[config.mk]
export PLATFORM = sky130hd
export DESIGN_NAME = art_ctrl
export DESIGN_NICKNAME = d
export VERILOG_FILES = /design/src/hdl/art_pkg.sv /design/src/hdl/art_ctrl.sv
export SDC_FILE = /design/constraint.sdc
export NUM_CORES = 1
export LEC_CHECK = 0
export ABC_AREA = 1
export BUFFER_PORTS_ARGS = -buffer_cell sky130_fd_sc_hd__buf_4
export CORE_UTILIZATION = 52
export DETAILED_ROUTE_END_ITERATION = 10
export HOLD_SLACK_MARGIN = 0.12
export PLACE_DENSITY = 0.76
export SKIP_LAST_GASP = 1
export SYNTH_ARGS = -nofsm -noshare
export SYNTH_HDL_FRONTEND = slang
export SYNTH_SLANG_ARGS = --single-unit
[constraint.sdc]
create_clock -name aclk -period 1.6 [get_ports aclk]
set_input_delay 0.08 -clock aclk [delete_from_list [all_inputs] [get_ports aclk]]
set_output_delay 0.08 -clock aclk [all_outputs]
set_load 0.02 [all_outputs]
[src/hdl/art_pkg.sv]
// ----------------------------------------------------------------------------
// art_pkg: shared types and constants of the address range table
// Holds the operation codes and the controller/datapath command and status
// bundles.
// ----------------------------------------------------------------------------
package art_pkg;

    typedef enum logic [1:0] {
        KIND_ADD   = 2'd0,
        KIND_SUB   = 2'd1,
        KIND_QUERY = 2'd2,
        KIND_NTH   = 2'd3
    } kind_t;

    typedef struct packed {
        logic [1:0]  kind;
        logic [63:0] addr_first;
        logic [63:0] addr_second;
        logic        allow_new;
        logic [7:0]  entry_index;
    } in_item_t;

    typedef struct packed {
        logic        hit;
        logic [63:0] found_low;
        logic [63:0] found_high;
        logic        found_valid;
        logic        table_changed;
        logic        table_full;
        logic [8:0]  entry_count;
        logic [63:0] total_size;
    } out_item_t;

    // Datapath commands issued by the controller
    typedef enum logic [3:0] {
        CMD_NONE    = 4'd0,
        CMD_LOAD    = 4'd1,  // latch input item, order bounds, clear flags
        CMD_SCAN    = 4'd2,  // add, query or subtract step on one entry
        CMD_APPEND  = 4'd3,  // append after add scan if needed
        CMD_SHIFT   = 4'd4,  // compaction: copy entry k+1 to k
        CMD_SPLIT   = 4'd5,  // start upper-remainder add
        CMD_SORTSTP = 4'd6,  // one insertion-sort compare/move step
        CMD_NTHRD   = 4'd7,  // read nth entry
        CMD_SUM     = 4'd8,  // accumulate total size over one entry
        CMD_RESTART = 4'd9   // begin a new subtract pass
    } cmd_t;

    typedef struct packed {
        cmd_t cmd;
    } art_ctl_t;

    typedef struct packed {
        logic scan_last;    // current index is last used entry or none used
        logic empty_sub;    // subtract with equal bounds
        logic sub_delete;   // current entry must be deleted
        logic sub_split;    // current entry must be split
        logic shift_last;   // compaction reached the end
        logic sort_done;    // insertion sort finished
        logic sort_move;    // current sort step moves an entry
        logic split_add;    // running the upper-remainder add
        logic rescans_out;  // rescan budget used up
    } art_sts_t;

endpackage

[src/hdl/art_ctrl.sv]
// ----------------------------------------------------------------------------
// art_ctrl: address range table controller
// Sequences the entry walks of each operation and the result handshake.
// ----------------------------------------------------------------------------
module art_ctrl (
    input  logic              aclk,
    input  logic              aresetn,
    input  logic              in_valid,
    output logic              in_ready,
    output logic              out_valid,
    input  logic              out_ready,
    input  logic [1:0]        kind,
    input  art_pkg::art_sts_t sts,
    output art_pkg::art_ctl_t ctl,
    output logic              out_load
);
    import art_pkg::*;

    typedef enum logic [8:0] {
        ST_IDLE   = 9'b000000001,
        ST_SCAN   = 9'b000000010,
        ST_APPEND = 9'b000000100,
        ST_SHIFT  = 9'b000001000,
        ST_RESCAN = 9'b000010000,
        ST_SORT   = 9'b000100000,
        ST_NTH    = 9'b001000000,
        ST_SUM    = 9'b010000000,
        ST_DONE   = 9'b100000000
    } state_t;

    state_t state_reg, state_next;
    logic   [1:0] kind_reg;
    logic   ovalid_reg;

    assign out_valid = ovalid_reg;
    assign in_ready  = (state_reg == ST_IDLE) && !ovalid_reg;
    assign out_load  = (state_reg == ST_DONE);

    always_comb begin
        state_next = state_reg;
        ctl.cmd    = CMD_NONE;
        case (state_reg)
            ST_IDLE: begin
                if (in_valid && in_ready) begin
                    ctl.cmd = CMD_LOAD;
                    case (kind)
                        KIND_NTH: state_next = ST_SORT;
                        default:  state_next = ST_SCAN;
                    endcase
                end
            end
            ST_SCAN: begin
                if (kind_reg == KIND_SUB && sts.empty_sub) begin
                    state_next = ST_SUM;
                end else if (kind_reg == KIND_SUB && !sts.split_add && sts.sub_delete) begin
                    state_next = ST_SHIFT;
                end else if (kind_reg == KIND_SUB && !sts.split_add && sts.sub_split) begin
                    ctl.cmd = CMD_SCAN;
                    state_next = ST_RESCAN;
                end else begin
                    ctl.cmd = CMD_SCAN;
                    if (sts.scan_last) begin
                        if (kind_reg == KIND_ADD || sts.split_add) state_next = ST_APPEND;
                        else state_next = ST_SUM;
                    end
                end
            end
            ST_RESCAN: begin
                ctl.cmd = CMD_SPLIT;
                state_next = ST_SCAN;
            end
            ST_APPEND: begin
                ctl.cmd = CMD_APPEND;
                // after a split's upper-remainder add, start another subtract pass
                if (sts.split_add) state_next = ST_NTH;
                else state_next = ST_SUM;
            end
            ST_SHIFT: begin
                ctl.cmd = CMD_SHIFT;
                if (sts.shift_last) state_next = ST_NTH;
            end
            ST_NTH: begin
                if (kind_reg == KIND_SUB) begin
                    // rewind the index; stop once the pass budget is spent
                    ctl.cmd = CMD_RESTART;
                    if (sts.rescans_out) state_next = ST_SUM;
                    else state_next = ST_SCAN;
                end else begin
                    ctl.cmd = CMD_NTHRD;
                    state_next = ST_SUM;
                end
            end
            ST_SORT: begin
                if (sts.sort_done) begin
                    state_next = ST_NTH;
                end else begin
                    ctl.cmd = CMD_SORTSTP;
                end
            end
            ST_SUM: begin
                ctl.cmd = CMD_SUM;
                if (sts.scan_last) state_next = ST_DONE;
            end
            ST_DONE: begin
                state_next = ST_IDLE;
            end
            default: begin
                state_next = ST_IDLE;
            end
        endcase
    end

    always_ff @(posedge aclk) begin
        if (!aresetn) begin
            state_reg  <= ST_IDLE;
            ovalid_reg <= 1'b0;
            kind_reg   <= KIND_ADD;
        end else begin
            state_reg <= state_next;
            if (ctl.cmd == CMD_LOAD) kind_reg <= kind;
            if (state_reg == ST_DONE) ovalid_reg <= 1'b1;
            else if (out_ready) ovalid_reg <= 1'b0;
        end
    end

    // Result is only raised once the walk finished
    assert property (@(posedge aclk) disable iff (!aresetn)
        $rose(ovalid_reg) |-> $past(state_reg) == ST_DONE)
        else $error("result raised outside done");
    // No item accepted while a result waits
    assert property (@(posedge aclk) disable iff (!aresetn)
        ovalid_reg |-> !in_ready)
        else $error("accept while result pending");
    // Load only from idle
    assert property (@(posedge aclk) disable iff (!aresetn)
        ctl.cmd == CMD_LOAD |-> state_reg == ST_IDLE)
        else $error("load outside idle");

endmodule

==> flow_metrics.tcl <==
set metrics [dict create \
    required_ns 1.52 \
    clockBufferDepth 2 \
    hold_violations 0 \
    syn_area_um2 919.6 \
    first_iter_violations 40 \
    worst_clock_skew_ns 0.002217 \
    yosys-top-cells-area "dfxtp_1 26%, nor2_1 12%, inv_1 11%, nand3_1 11%, nand2_1 11%" \
    ys_ff_latch 12 \
    rsz0062_at_grt "true" \
    die_height_um 44.06 \
    synth-edff-count 0 \
    fill_cells 119 \
    fmax_mhz 620.1 \
    p_seq_share_pct 25.2 \
    post-route-min-period_ns 1.613 \
    drt-total-wl_um 2550 \
    worstHoldStart "in_valid" \
    cts_tree "yes" \
    grt_max_degree 9 \
    core_mm2 0.001577 \
    yosysUniqueCellTypes 18 \
    grt_usage_pct 28.02 \
    endpoint_kind "primary output" \
    synth.most_common_cell "nor2_1" \
    gr-total-overflow 0 \
    avgSynthCellArea_um2 5.784 \
    slew_headroom_pct 76.84 \
    via_count 1125 \
    die_area_mm2 0.001941 \
    vias_per_cell 5.461 \
    arrival_ns 1.53 \
    dr.pass1.iters 7 \
    switching_power_uw 797.6 \
    portBuffers 20 \
    crit_type "reg -> out" \
    tns_ns -0.01768 \
    root_buffer "clkbuf_4" \
    drc 1 \
    reg2regPathDepth 10 \
    failed_checks "DRC, setup timing" \
    fin_nets 206 \
    dp_hpwl_um 1933 \
    synth_warnings 0 \
    fin_ws_ns -0.01270 \
    grt_pass1_wl_um 4050 \
    num_rows 14 \
    worstSetupStartpointType "flop" \
    p_int_uw 873.4 \
    synth_nets 174 \
    io_pins 22 \
    grt_pass1_vias 979 \
    rrSetupSlack_ns 0.12 \
    switching_share_pct 47.73 \
    rr_startpoint "state_reg[7]$_SDFFE_PN0P_" \
    peakVddDrop_mv 0.7705 \
    synthArstFlopShare_pct 0 \
    p_clk_share_pct 14.5 \
    largest_reg_flops 9 \
    ant_nets 0 \
    synth_top_area_share_pct 26.12 \
    setup_violations 2 \
    worst_pin_slew_ns 0.3446 \
    worstSkewPairLatency_ns 0.27 \
    place.gp.congestion 0.9638 \
    synth_commonest_cells "30 x nor2_1, 27 x inv_1, 26 x nand2_1" \
    comb_power_share_pct 60.3 \
    finalCritPeriodShare_pct 100.8 \
    area_delta_synth_final_pct 35.78 \
    synthFlopType "dfxtp_1" \
    synth_seq_area_share_pct 26.12 \
    h-tree-depth 1 \
    diodes 0 \
    cts_buffers 3 \
    holdPathEnd "kind_reg[1]$_SDFFE_PN0N_" \
    antenna_found_initial 0 \
    syn_inst 159 \
    slew_violations 0 \
    drv_cap 0 \
    synth_area_leader_cell "dfxtp_1" \
    clk_pin_slew_ns 0.08 \
    whs_ns 0.1421 \
    drive_gt1_share_pct 30.53 \
    initial_core_util_pct 58.33 \
    cts_sinks 12 \
    critPathMaxFanout 4 \
    powerDensity_mw_per_mm2 1338 \
    min_delay_path_depth 3 \
    status "complete, but fails checks" \
    holdCritPathClass "in -> reg" \
    wl_per_cell_um 12.38 \
    p_leak_uw 0.0006582 \
    r2r-end "state_reg[5]$_SDFFE_PN0P_" \
    dieWidth_um 44.06 \
]
repair_timing:
item	CTS	global route
buffers inserted	1	1
endpoints found under the hold margin	6	1
hold buffers	3	1
gates resized for setup	11	8
pin swaps	4	0
endpoints found under the setup margin	4	10
cells by family (layout without fill, tap and decap cells):
family	after synthesis	count (layout)	share of synthesized area, %
compound gates	18	18	10.75
buf+inv	31	62	12.65
flops	12	12	26.12
simple gates	98	98	50.48
through the flow:
stage | total power, uW | std cells | area (um^2) | setup WS, ns | util, %
final | 1671 | 206 | 1249 | -0.01270 | 79.21
after global routing | 1812 | 206 | 1249 | -0.07707 | 79.21
after floorplan | 1047 | 159 | 919.6 | 0.07662 | -
after CTS | 1587 | 204 | 1209 | -0.005528 | 76.67
after detailed placement | 1282 | 196 | 1097 | 0.1489 | 69.60
after global placement | 1269 | 196 | 1097 | 0.1557 | 69.60
cell type report:
| type | count | area (um^2) | area share [%] |
|---|---|---|---|
| clock buffers | 4 | 36.28 | 2.906 |
| inverters | 31 | 116.4 | 9.319 |
| multi-input cells | 116 | 619.3 | 49.60 |
| flip-flops and latches | 12 | 244.0 | 19.54 |
| well taps | 16 | 20.02 | 1.603 |
| repair buffers | 27 | 212.7 | 17.03 |
layer usage:
layer,vias up,track usage [%],routed length [um]
li1,575,-,-
met1,499,37.28,1136
met2,43,47.06,1213
met3,8,4.898,149
met4,0,7.273,51
met5,-,0,0
placed cells by master (no fill, tap or decap):
cell type	instances
nand4_1	8
clkbuf_8	1
o21bai_1	1
inv_1	27
nand3_1	17
nand3_2	4
o21ai_1	1
nand2_4	1
nor2_1	25
buf_4	23
o211ai_1	1
dlygate4sd3_1	4
nand2_1	23
dfxtp_1	9
nor3_1	2
a21oi_1	7
dfxtp_2	3
nor2_4	5
nand2_2	5
a21oi_2	1
nor2_2	7
nor4_2	1
o21ai_0	7
inv_2	4
clkbuf_4	3
worst max-delay path by stage:
stage / from / to / slack (ns)
floorplan: state_reg[5]$_SDFFE_PN0P_ / out_valid$_SDFFE_PN0P_ / 0.08
global placement: state_reg[2]$_SDFFE_PN0P_ / ctl[1] / 0.16
detailed placement: state_reg[2]$_SDFFE_PN0P_ / ctl[1] / 0.15
CTS: state_reg[3]$_SDFFE_PN0P_ / ctl[1] / -0.006
global route: state_reg[7]$_SDFFE_PN0P_ / ctl[1] / -0.08
finish: state_reg[7]$_SDFFE_PN0P_ / ctl[1] / -0.01
worst max-delay path: stages, from the launching register on:
cell and delay (ns):
dfxtp_1 0.36, nor2_2 0.16, nand2_2 0.10, nor2_2 0.15, nand3_2 0.11, o21ai_1 0.09, inv_1 0.07, nand3_1 0.07
buf_4 0.14
power groups by stage:
stage | combinational [uW] | sequential [uW] | clock, uW
3_3_place_gp | 856 | 413 | 0
5_1_grt | 1120 | 429 | 259
4_1_cts | 928 | 414 | 245
6_report | 1010 | 422 | 242
2_1_floorplan | 643 | 404 | 0
3_5_place_dp | 865 | 417 | 0
Power figures use the tool's default switching activity.
